**config.mk**
```make
export PLATFORM = sky130hd
export DESIGN_NAME = pooled_bitmap_id_allocator_top
export DESIGN_NICKNAME = d
export VERILOG_FILES = /design/src/rtl/pba_pkg.sv /design/src/rtl/pba_map_ram.sv /design/src/rtl/pba_word_unit.sv /design/src/rtl/pba_seq.sv /design/src/rtl/pooled_bitmap_id_allocator_top.sv
export VERILOG_INCLUDE_DIRS = /design/src /design/src/rtl
export SDC_FILE = /design/constraint.sdc
export NUM_CORES = 2
export LEC_CHECK = 0
export ABC_AREA = 1
export BUFFER_PORTS_ARGS = -buffer_cell sky130_fd_sc_hd__clkbuf_2
export CAP_MARGIN = 40
export CORE_ASPECT_RATIO = 1.1
export CORE_MARGIN = 2
export CORE_UTILIZATION = 40
export DETAILED_ROUTE_END_ITERATION = 12
export SETUP_SLACK_MARGIN = 0.2
export SLEW_MARGIN = 5
export SYNTH_ARGS = -nofsm -noshare
export SYNTH_HDL_FRONTEND = slang
export SYNTH_SLANG_ARGS = --single-unit
```
**constraint.sdc**
```tcl
create_clock -name clk -period 7.02 [get_ports clk]
set_input_delay 0.351 -clock clk [delete_from_list [all_inputs] [get_ports clk]]
set_output_delay 0.351 -clock clk [all_outputs]
set_load 0.005 [all_outputs]
```
**src/rtl/pooled_bitmap_id_allocator_top_defines.svh**
```systemverilog
// Assertion macros for the pooled bitmap ID allocator.
`ifndef POOLED_BITMAP_ID_ALLOCATOR_TOP_DEFINES_SVH
`define POOLED_BITMAP_ID_ALLOCATOR_TOP_DEFINES_SVH
`ifndef NO_ASSERTIONS
`define PBA_ASSERT_IMPL(name, ante, cons, msg) \
    name: assert property (@(posedge clk) disable iff (!rst_n) (ante) |-> (cons)) \
        else $error(msg);
`define PBA_ASSERT_NEXT(name, ante, cons, msg) \
    name: assert property (@(posedge clk) disable iff (!rst_n) (ante) |=> (cons)) \
        else $error(msg);
`else
`define PBA_ASSERT_IMPL(name, ante, cons, msg)
`define PBA_ASSERT_NEXT(name, ante, cons, msg)
`endif
`endif

```
**src/rtl/pba_pkg.sv**
```systemverilog
// Shared types and constants of the pooled bitmap ID allocator.
package pba_pkg;

    localparam int WORD_BITS   = 32;
    localparam int BIT_SHIFT   = 5;
    localparam int MAX_IDS_DEF = 1024;
    localparam int POOLS_DEF   = 3;

    localparam int NT_W        = 11;
    localparam int TID_W       = 32;
    localparam int POOL_W      = 2;
    localparam int CFG_IDX_W   = 1;
    localparam int IN_TDATA_W  = 40;
    localparam int OUT_TDATA_W = 40;

    localparam logic [NT_W-1:0]  ID_LIMIT_RST = 11'd1024;
    localparam logic [TID_W-1:0] ID_BASE_RST  = '0;

    localparam logic [CFG_IDX_W-1:0] CFG_ID_LIMIT = 1'b0;
    localparam logic [CFG_IDX_W-1:0] CFG_ID_BASE  = 1'b1;

    typedef enum logic [1:0] {
        OP_ALLOC   = 2'd0,
        OP_RELEASE = 2'd1,
        OP_CLAIM   = 2'd2,
        OP_QUERY   = 2'd3
    } opcode_t;

    typedef enum logic [1:0] {
        STS_OK      = 2'd0,
        STS_NO_FREE = 2'd1,
        STS_RANGE   = 2'd2
    } status_t;

    typedef enum logic [2:0] {
        S_CLEAR,
        S_IDLE,
        S_SCAN,
        S_READ,
        S_MODIFY,
        S_DONE
    } state_t;

    typedef struct packed {
        logic [WORD_BITS-1:0] word;
        logic                 scan;
        logic                 tail;
        logic [BIT_SHIFT-1:0] lim_lo;
        logic [BIT_SHIFT-1:0] bit_sel;
        logic                 set;
    } wu_req_t;

    typedef struct packed {
        logic                 hit;
        logic [BIT_SHIFT-1:0] pos;
        logic [WORD_BITS-1:0] new_word;
    } wu_rsp_t;

    typedef struct packed {
        status_t              status;
        logic [TID_W-1:0]     result_id;
        logic                 was_free;
    } result_t;

endpackage

```
**src/rtl/pba_map_ram.sv**
```systemverilog
// Free bitmap storage: one write port, one registered read port.
module pba_map_ram #(
    parameter int DEPTH = 96,
    localparam int AW = (DEPTH > 1) ? $clog2(DEPTH) : 1
) (
    input  logic                           clk,
    input  logic                           we,
    input  logic [AW-1:0]                  waddr,
    input  logic [pba_pkg::WORD_BITS-1:0]  wdata,
    input  logic [AW-1:0]                  raddr,
    output logic [pba_pkg::WORD_BITS-1:0]  rdata
);

    logic [pba_pkg::WORD_BITS-1:0] mem [DEPTH];
    logic [pba_pkg::WORD_BITS-1:0] rdata_reg;

    always_ff @(posedge clk)
    begin
        if (we)
        begin
            mem[waddr] <= wdata;
        end
        rdata_reg <= mem[raddr];
    end

    assign rdata = rdata_reg;

endmodule

```
**src/rtl/pba_word_unit.sv**
```systemverilog
// Shared word unit: masked find-first-set or single-bit test, plus bit set/clear.
module pba_word_unit (
    input  pba_pkg::wu_req_t req,
    output pba_pkg::wu_rsp_t rsp
);

    logic [pba_pkg::WORD_BITS-1:0] tail_mask;
    logic [pba_pkg::WORD_BITS-1:0] scan_word;
    logic [pba_pkg::WORD_BITS-1:0] sel_bit;
    logic [pba_pkg::BIT_SHIFT-1:0] first_pos;
    logic [pba_pkg::BIT_SHIFT-1:0] pos;

    always_comb
    begin
        if (req.tail && (req.lim_lo != '0))
        begin
            tail_mask = (pba_pkg::WORD_BITS'(1) << req.lim_lo) - pba_pkg::WORD_BITS'(1);
        end
        else
        begin
            tail_mask = '1;
        end
        scan_word = req.word & tail_mask;
        first_pos = '0;
        for (int b = pba_pkg::WORD_BITS - 1; b >= 0; b--)
        begin
            if (scan_word[b])
            begin
                first_pos = pba_pkg::BIT_SHIFT'(b);
            end
        end
    end

    always_comb
    begin
        pos          = req.scan ? first_pos : req.bit_sel;
        sel_bit      = pba_pkg::WORD_BITS'(1) << pos;
        rsp.pos      = pos;
        rsp.hit      = req.scan ? (|scan_word) : req.word[req.bit_sel];
        rsp.new_word = req.set ? (req.word | sel_bit) : (req.word & ~sel_bit);
    end

endmodule

```
**src/rtl/pba_seq.sv**
```systemverilog
// Sequencer: clearing pass, word scan for allocate, read-modify-write for release and claim, read and test for query.
module pba_seq #(
    parameter int MAX_IDS = pba_pkg::MAX_IDS_DEF,
    parameter int POOLS   = pba_pkg::POOLS_DEF,
    localparam int PW    = (MAX_IDS + pba_pkg::WORD_BITS - 1) / pba_pkg::WORD_BITS,
    localparam int DEPTH = POOLS * PW,
    localparam int AW    = (DEPTH > 1) ? $clog2(DEPTH) : 1,
    localparam int WW    = (PW > 1) ? $clog2(PW) : 1,
    localparam int IW    = WW + pba_pkg::BIT_SHIFT,
    localparam int LW    = $clog2(MAX_IDS + 1),
    localparam int CW    = (LW > pba_pkg::NT_W) ? LW : pba_pkg::NT_W
) (
    input  logic                           clk,
    input  logic                           rst_n,
    input  logic                           in_valid,
    output logic                           in_ready,
    input  pba_pkg::opcode_t               in_op,
    input  logic [pba_pkg::POOL_W-1:0]     in_pool,
    input  logic [pba_pkg::TID_W-1:0]      in_tid,
    input  logic [pba_pkg::NT_W-1:0]       id_limit,
    input  logic [pba_pkg::TID_W-1:0]      id_base,
    output logic                           res_valid,
    input  logic                           res_take,
    output pba_pkg::result_t               res,
    output logic                           ram_we,
    output logic [AW-1:0]                  ram_waddr,
    output logic [pba_pkg::WORD_BITS-1:0]  ram_wdata,
    output logic [AW-1:0]                  ram_raddr,
    input  logic [pba_pkg::WORD_BITS-1:0]  ram_rdata,
    output pba_pkg::wu_req_t               wu_req,
    input  pba_pkg::wu_rsp_t               wu_rsp
);

    pba_pkg::state_t             state_reg, state_next;
    logic [AW-1:0]               clr_reg, clr_next;
    pba_pkg::opcode_t            op_reg, op_next;
    logic [AW-1:0]               base_reg, base_next;
    logic [pba_pkg::TID_W-1:0]   tid_reg, tid_next;
    logic [IW-1:0]               idx_reg, idx_next;
    logic [WW-1:0]               w_reg, w_next;
    logic [WW-1:0]               chk_reg, chk_next;
    logic                        issue_reg, issue_next;
    logic                        chk_valid_reg, chk_valid_next;
    pba_pkg::result_t            res_reg, res_next;

    logic [CW-1:0]               lim_full;
    logic [LW-1:0]               lim;
    logic [LW-1:0]               lim_m1;
    logic [WW-1:0]               last_w;
    logic [pba_pkg::TID_W-1:0]   in_idx;
    logic                        in_range;
    logic [pba_pkg::POOL_W-1:0]  pool_sat;
    logic [AW-1:0]               in_base;
    logic                        lim_zero;
    logic                        scan_end;

    always_comb
    begin
        lim_full = (CW'(id_limit) > CW'(MAX_IDS)) ? CW'(MAX_IDS) : CW'(id_limit);
        lim      = lim_full[LW-1:0];
        lim_m1   = lim - LW'(1);
        last_w   = lim_m1[IW-1:pba_pkg::BIT_SHIFT];
        lim_zero = (lim == '0);
        in_idx   = in_tid - id_base;
        in_range = in_idx < pba_pkg::TID_W'(lim);
        pool_sat = (in_pool >= pba_pkg::POOL_W'(POOLS)) ? pba_pkg::POOL_W'(POOLS - 1) : in_pool;
        in_base  = AW'(pool_sat) * AW'(PW);
        scan_end = chk_valid_reg && (wu_rsp.hit || (chk_reg == last_w));
    end

    always_comb
    begin
        wu_req.word    = ram_rdata;
        wu_req.scan    = (state_reg == pba_pkg::S_SCAN);
        wu_req.tail    = (chk_reg == last_w);
        wu_req.lim_lo  = lim[pba_pkg::BIT_SHIFT-1:0];
        wu_req.bit_sel = idx_reg[pba_pkg::BIT_SHIFT-1:0];
        wu_req.set     = (op_reg == pba_pkg::OP_RELEASE);
    end

    always_comb
    begin
        state_next = state_reg;
        unique case (state_reg)
            pba_pkg::S_CLEAR:
            begin
                if (clr_reg == AW'(DEPTH - 1))
                begin
                    state_next = pba_pkg::S_IDLE;
                end
            end
            pba_pkg::S_IDLE:
            begin
                if (in_valid)
                begin
                    if (in_op == pba_pkg::OP_ALLOC)
                    begin
                        state_next = lim_zero ? pba_pkg::S_DONE : pba_pkg::S_SCAN;
                    end
                    else
                    begin
                        state_next = in_range ? pba_pkg::S_READ : pba_pkg::S_DONE;
                    end
                end
            end
            pba_pkg::S_SCAN:
            begin
                if (scan_end)
                begin
                    state_next = pba_pkg::S_DONE;
                end
            end
            pba_pkg::S_READ:   state_next = pba_pkg::S_MODIFY;
            pba_pkg::S_MODIFY: state_next = pba_pkg::S_DONE;
            pba_pkg::S_DONE:
            begin
                if (res_take)
                begin
                    state_next = pba_pkg::S_IDLE;
                end
            end
            default:           state_next = pba_pkg::S_IDLE;
        endcase
    end

    always_comb
    begin
        clr_next       = clr_reg;
        op_next        = op_reg;
        base_next      = base_reg;
        tid_next       = tid_reg;
        idx_next       = idx_reg;
        w_next         = w_reg;
        chk_next       = chk_reg;
        issue_next     = issue_reg;
        chk_valid_next = chk_valid_reg;
        res_next       = res_reg;
        in_ready       = 1'b0;
        res_valid      = 1'b0;
        ram_we         = 1'b0;
        ram_waddr      = base_reg + AW'(chk_reg);
        ram_wdata      = wu_rsp.new_word;
        ram_raddr      = base_reg + AW'(w_reg);
        unique case (state_reg)
            pba_pkg::S_CLEAR:
            begin
                ram_we    = 1'b1;
                ram_waddr = clr_reg;
                ram_wdata = '1;
                clr_next  = clr_reg + AW'(1);
            end
            pba_pkg::S_IDLE:
            begin
                in_ready = 1'b1;
                if (in_valid)
                begin
                    op_next        = in_op;
                    base_next      = in_base;
                    tid_next       = in_tid;
                    idx_next       = in_idx[IW-1:0];
                    w_next         = '0;
                    issue_next     = 1'b1;
                    chk_valid_next = 1'b0;
                    res_next.result_id = in_tid;
                    res_next.was_free  = 1'b0;
                    res_next.status    = (in_op == pba_pkg::OP_ALLOC) ?
                                         pba_pkg::STS_NO_FREE : pba_pkg::STS_RANGE;
                end
            end
            pba_pkg::S_SCAN:
            begin
                chk_next       = w_reg;
                chk_valid_next = issue_reg;
                if (issue_reg)
                begin
                    if (w_reg == last_w)
                    begin
                        issue_next = 1'b0;
                    end
                    else
                    begin
                        w_next = w_reg + WW'(1);
                    end
                end
                if (chk_valid_reg && wu_rsp.hit)
                begin
                    ram_we             = 1'b1;
                    res_next.status    = pba_pkg::STS_OK;
                    res_next.result_id = id_base
                                         + pba_pkg::TID_W'({chk_reg, wu_rsp.pos});
                    res_next.was_free  = 1'b1;
                end
                else if (chk_valid_reg && (chk_reg == last_w))
                begin
                    res_next.status    = pba_pkg::STS_NO_FREE;
                    res_next.result_id = tid_reg;
                    res_next.was_free  = 1'b0;
                end
            end
            pba_pkg::S_READ:
            begin
                ram_raddr = base_reg + AW'(idx_reg[IW-1:pba_pkg::BIT_SHIFT]);
            end
            pba_pkg::S_MODIFY:
            begin
                ram_we             = (op_reg != pba_pkg::OP_QUERY);
                ram_waddr          = base_reg + AW'(idx_reg[IW-1:pba_pkg::BIT_SHIFT]);
                res_next.status    = pba_pkg::STS_OK;
                res_next.result_id = tid_reg;
                res_next.was_free  = wu_rsp.hit;
            end
            pba_pkg::S_DONE:
            begin
                res_valid = 1'b1;
            end
            default:
            begin
                res_valid = 1'b0;
            end
        endcase
    end

    always_ff @(posedge clk or negedge rst_n)
    begin
        if (!rst_n)
        begin
            state_reg     <= pba_pkg::S_CLEAR;
            clr_reg       <= '0;
            issue_reg     <= 1'b0;
            chk_valid_reg <= 1'b0;
        end
        else
        begin
            state_reg     <= state_next;
            clr_reg       <= clr_next;
            issue_reg     <= issue_next;
            chk_valid_reg <= chk_valid_next;
        end
    end

    always_ff @(posedge clk)
    begin
        op_reg   <= op_next;
        base_reg <= base_next;
        tid_reg  <= tid_next;
        idx_reg  <= idx_next;
        w_reg    <= w_next;
        chk_reg  <= chk_next;
        res_reg  <= res_next;
    end

    assign res = res_reg;

endmodule

```
**src/rtl/pooled_bitmap_id_allocator_top.sv**
```systemverilog
// Top level of the pooled bitmap ID allocator: config registers, result register.
//
//   port group  dir  contents
//   s_*         in   request: opcode, pool, table_id
//   m_*         out  result: status, result_id, was_free
//   cfg_*       in   register write: 0 ID limit, 1 ID base
//
// After reset a clearing pass sets every bitmap word to all ones:
// all POOLS * ceil(MAX_IDS/32) words (96 by default) in turn, with s_tready low.
// Allocate: scans the pool's bitmap words in order, up to ceil(limit/32) words, until a free
// bit is found, reading the words through the single RAM read port.
// Release, claim, query: read, test, write back (not query); out of range or allocate with limit 0: skip the RAM.
// One request in flight; a result blocked by m_tready low holds s_tready low.
`include "pooled_bitmap_id_allocator_top_defines.svh"

module pooled_bitmap_id_allocator_top #(
    parameter int MAX_IDS = pba_pkg::MAX_IDS_DEF,
    parameter int POOLS   = pba_pkg::POOLS_DEF
) (
    input  logic                             clk,
    input  logic                             rst_n,
    input  logic                             s_tvalid,
    output logic                             s_tready,
    // [1:0] opcode, [3:2] pool, [35:4] table_id, [39:36] zero
    input  logic [pba_pkg::IN_TDATA_W-1:0]   s_tdata,
    output logic                             m_tvalid,
    input  logic                             m_tready,
    // [1:0] status, [33:2] result_id, [34] was_free, [39:35] zero
    output logic [pba_pkg::OUT_TDATA_W-1:0]  m_tdata,
    input  logic                             cfg_we,
    input  logic [pba_pkg::CFG_IDX_W-1:0]    cfg_index,
    input  logic [pba_pkg::TID_W-1:0]        cfg_data
);

    localparam int PW    = (MAX_IDS + pba_pkg::WORD_BITS - 1) / pba_pkg::WORD_BITS;
    localparam int DEPTH = POOLS * PW;
    localparam int AW    = (DEPTH > 1) ? $clog2(DEPTH) : 1;
    localparam int OUT_PAD = pba_pkg::OUT_TDATA_W - pba_pkg::TID_W - 3;

    logic [pba_pkg::NT_W-1:0]      id_limit_reg;
    logic [pba_pkg::TID_W-1:0]     id_base_reg;
    logic                          m_tvalid_reg;
    pba_pkg::result_t              out_res_reg;

    logic                          res_valid;
    logic                          res_take;
    pba_pkg::result_t              res;
    logic                          ram_we;
    logic [AW-1:0]                 ram_waddr;
    logic [pba_pkg::WORD_BITS-1:0] ram_wdata;
    logic [AW-1:0]                 ram_raddr;
    logic [pba_pkg::WORD_BITS-1:0] ram_rdata;
    pba_pkg::wu_req_t              wu_req;
    pba_pkg::wu_rsp_t              wu_rsp;

    always_ff @(posedge clk or negedge rst_n)
    begin
        if (!rst_n)
        begin
            id_limit_reg <= pba_pkg::ID_LIMIT_RST;
            id_base_reg  <= pba_pkg::ID_BASE_RST;
        end
        else if (cfg_we)
        begin
            unique case (cfg_index)
                pba_pkg::CFG_ID_LIMIT: id_limit_reg <= cfg_data[pba_pkg::NT_W-1:0];
                pba_pkg::CFG_ID_BASE:  id_base_reg  <= cfg_data;
                default:               id_base_reg  <= id_base_reg;
            endcase
        end
    end

    assign res_take = res_valid && (!m_tvalid_reg || m_tready);

    always_ff @(posedge clk or negedge rst_n)
    begin
        if (!rst_n)
        begin
            m_tvalid_reg <= 1'b0;
        end
        else if (res_take)
        begin
            m_tvalid_reg <= 1'b1;
        end
        else if (m_tready)
        begin
            m_tvalid_reg <= 1'b0;
        end
    end

    always_ff @(posedge clk)
    begin
        if (res_take)
        begin
            out_res_reg <= res;
        end
    end

    assign m_tvalid = m_tvalid_reg;
    assign m_tdata  = {OUT_PAD'(0), out_res_reg.was_free, out_res_reg.result_id,
                       out_res_reg.status};

    pba_seq #(
        .MAX_IDS (MAX_IDS),
        .POOLS   (POOLS)
    ) u_seq (
        .clk          (clk),
        .rst_n        (rst_n),
        .in_valid     (s_tvalid),
        .in_ready     (s_tready),
        .in_op        (pba_pkg::opcode_t'(s_tdata[1:0])),
        .in_pool      (s_tdata[3:2]),
        .in_tid       (s_tdata[35:4]),
        .id_limit     (id_limit_reg),
        .id_base      (id_base_reg),
        .res_valid    (res_valid),
        .res_take     (res_take),
        .res          (res),
        .ram_we       (ram_we),
        .ram_waddr    (ram_waddr),
        .ram_wdata    (ram_wdata),
        .ram_raddr    (ram_raddr),
        .ram_rdata    (ram_rdata),
        .wu_req       (wu_req),
        .wu_rsp       (wu_rsp)
    );

    pba_word_unit u_word_unit (
        .req (wu_req),
        .rsp (wu_rsp)
    );

    pba_map_ram #(
        .DEPTH (DEPTH)
    ) u_map_ram (
        .clk   (clk),
        .we    (ram_we),
        .waddr (ram_waddr),
        .wdata (ram_wdata),
        .raddr (ram_raddr),
        .rdata (ram_rdata)
    );

    `PBA_ASSERT_NEXT(a_busy_after_request, s_tvalid && s_tready, !s_tready, "ready after request")
    `PBA_ASSERT_IMPL(a_status_legal, m_tvalid_reg, (out_res_reg.status == pba_pkg::STS_OK) || (out_res_reg.status == pba_pkg::STS_NO_FREE) || (out_res_reg.status == pba_pkg::STS_RANGE), "bad status code")
    `PBA_ASSERT_IMPL(a_fail_not_free, m_tvalid_reg && (out_res_reg.status != pba_pkg::STS_OK), !out_res_reg.was_free, "failed request marked free")

endmodule

```
==> results.yml <==
run_status:
  status: "finished with violations"
  violations: "setup timing"
finish:
  fin_area_mm2: 0.155
  final_nets: 10600
  drive_gt1_share_pct: 14.0
  utilization_pct: 47.1
  area_growth_pct: 17.3
  largest_reg_flops: 3072
synthesis:
  yosys-top-cells-count: "3,198 x edfxtp_1, 1,809 x nor2_1, 1,628 x o21ai_0"
  netlist_instances: 10000
  synthArstFlopShare_pct: 1.70
  synth_area_mm2: 0.132
  seq_area_frac_synth_pct: 74.3
  syn_area_per_cell_um2: 13.2
  synth_ff_type: "edfxtp_1"
  synth_top_cell_by_area: "edfxtp_1"
  ys_warn_count: 0
  synth_top_area_share_pct: 72.7
  synth-edff-count: 3198
  synth_area_leaders: "edfxtp_1 73%, o21ai_0 6.2%, nor2_1 5.1%, o221ai_1 2.8%, o211ai_1 2.0%"
  synth_cell_types: 58
  synth-seq-cells: 3286
  post-synth-top-count-cell: "edfxtp_1"
routing:
  drt-met1-wl_mm: 161
  wl_mm: 417
  vias: 89500
  route.met3.wl_mm: 36.4
  wl_met2_mm: 194
  post_drt_wl_per_cell_um: 27.7
  ant_nets: 0
  via_per_inst: 5.95
  drc_errors: 0
  top_layer: "met5"
  dr.pass1.iters: 6
  drtIter0Drc: 11300
clock_tree:
  cts_tree: "built"
  cts_root_buf: "clkbuf_16"
  ctsHtreeMaxLevel: 5
  clk_latency_ns: 0.95
  cts.path.max_buffers: 4
  path_clk_slew_ns: 0.06
  numClockSinks: 3286
  cts-buffers-inserted: 337
timing:
  period_minus_slack_ns: 8.03
  setup_viol: 15
  hold_ws_ns: 0.0930
  fmax_mhz: 124
  worst-slew-pin-transition_ns: 0.960
  period_share_pct: 114
  finClkSkew_ns: 0.0684
  slew_headroom_pct: 36.0
  setup_ws_ns: -1.01
  slew_viol_final: 0
  hold_violations: 0
  rsz0062_at_grt: "yes"
floorplan:
  coreArea_mm2: 0.329
  die_w_um: 552
  initial_core_util_pct: 40.1
  num_io_pins: 120
  die_h_um: 607
  die_area_mm2: 0.335
  rows: 221
place:
  dp_hpwl_mm: 234
  post_dp_cell_area_mm2: 0.142
  pre_cts_ws_ns: -1.11
  port_buffers: 110
  place_congestion: 0.949
pwr:
  p_comb_share_pct: 36.5
  clockPowerShare_pct: 25.2
  sw_frac_of_total_pct: 39.1
  p_int_mw: 42.7
  total_power_mw: 70.1
  p_per_area_mw_per_mm2: 452
  p_sw_mw: 27.4
  leakage_nw: 49.7
  p_seq_share_pct: 38.3
  ir_drop_mv: 0.472
global_routing:
  antenna_found_initial: 16
  grt_pass1_vias: 85800
  overflow: 0
  grt_pass1_wl_mm: 593
  grt_max_degree: 180
  grt_use_total_pct: 24.1
critical_path:
  cp_num_buf_inv: 16
  crit_path_end_kind: "flop"
  cp_common_cell: "nand2_1"
  cp_max_fo: 5
  crit_type: "flop to flop"
  startpoint_type: "flop"
  crit_family: "simple AND/OR/NAND/NOR gates"
  arrival_ns: 8.74
  slowest_stage: "dfrtp_2"
  cpPeakStageDelay_ns: 0.42
  worstPathRequired_ns: 7.73
flow_run:
  maxCapViolCount: 0
hold_path:
  worst_hold_path_type: "input port to flop"
-- metrics by stage --
step / std cells / TNS, ns
after floorplan: 10000 / -0.138
after global placement: 14300 / -8.32
after detailed placement: 14300 / -6.01
after CTS: 15000 / -4.27
after global routing: 15000 / -17.21
final: 15000 / -7.59
-- path summary, 6_finish.rpt --
| path | cells after the start | from | slack [ns] | endpoint |
|---|---|---|---|---|
| min reg2reg | 0 | u_seq.res[3] | 0.42 | m_tdata[4] |
| max in group asynchronous | 3 | rst_n | 6.24 | id_limit_reg[0] |
| min in group asynchronous | 3 | rst_n | 0.10 | id_base_reg[26] |
| max | 71 | id_limit_reg[1] | -1.01 | u_seq.res[27] |
| max reg2reg | 71 | id_limit_reg[1] | -1.01 | u_seq.res[27] |
| min | 5 | cfg_we | 0.09 | id_base_reg[0] |
-- worst reg2reg max path: cells and delay by family, from the launching register on --
family                   cells  cell delay [ns]
AND/OR/NAND/NOR             40             3.81
buffers and inverters       16             1.73
AO/OA/AOI/OAI               13             1.37
flip-flops                   1             0.42
adder cells (fa/ha/maj)      1             0.37
XOR/XNOR                     1             0.07
-- layout by cell type, fill, tap and decap left out, drive strengths merged, types with 6 or more instances in the layout --
master       count
a211oi           8
a21oi          185
a221oi          17
a31oi           20
buf            610
bufinv          29
clkbuf         519
clkinv         134
clkinvlp        13
dfrtp           55
dfxtp           32
diode            6
dlygate4sd3     71
edfxtp        3198
ha              54
inv            221
nand2          348
nand3          354
nand4           33
nor2          1825
nor3            59
nor4             7
o211ai         353
o21ai         1655
o221ai         419
o22ai          352
o31ai           20
xnor2           15
xor2            41
-- routing by layer --
metal	global-route usage, %	vias to the layer above
li1	-	38900
met1	31.0	45400
met2	38.9	4343
met3	4.46	826
met4	12.9	8
met5	0	-
-- cell type report --
type	count	area, µm²
fill	28200	174000
sequential	3286	98100
multi-input combinational	5810	32200
clock buffer	408	8840
timing repair buffer	792	7530
tap	4348	5440
clock inverter	193	1940
inverter	204	803
antenna	6	15.0
-- cells by family (layout without fill, tap and decap cells) --
kind of cell,count (synthesis),count (layout),share of synthesized area [%]
compound gates,3050,3050,13.9
fa+ha+maj,56,56,0.542
mux,1,1,0.00853
other cells,1,11,0.00284
simple gates,2641,2642,8.15
buf+inv,930,1597,2.70
flops,3286,3286,74.3
xor+xnor,56,56,0.372
-- power by group through the flow --
| stage | clock network (mW) | registers, mW | logic, mW |
|---|---|---|---|
| after floorplan | 0 | 27.6 | 12.6 |
| after global placement | 0 | 27.2 | 24.1 |
| after detailed placement | 0 | 27.2 | 24.8 |
| after CTS | 17.9 | 26.8 | 25.0 |
| after global routing | 18.6 | 26.9 | 27.0 |
| final | 17.7 | 26.8 | 25.6 |
-- timing repair --
action | in CTS | in global routing
setup buffers | 45 | 37
endpoints found under the hold margin | 176 | 0
hold buffers | 71 | 0
cloned | 0 | 1
pin swaps | 24 | 64
setup endpoints to repair | 17 | 2185
gates resized for setup | 62 | 110
No activity file was read; power rests on OpenSTA's default activity.
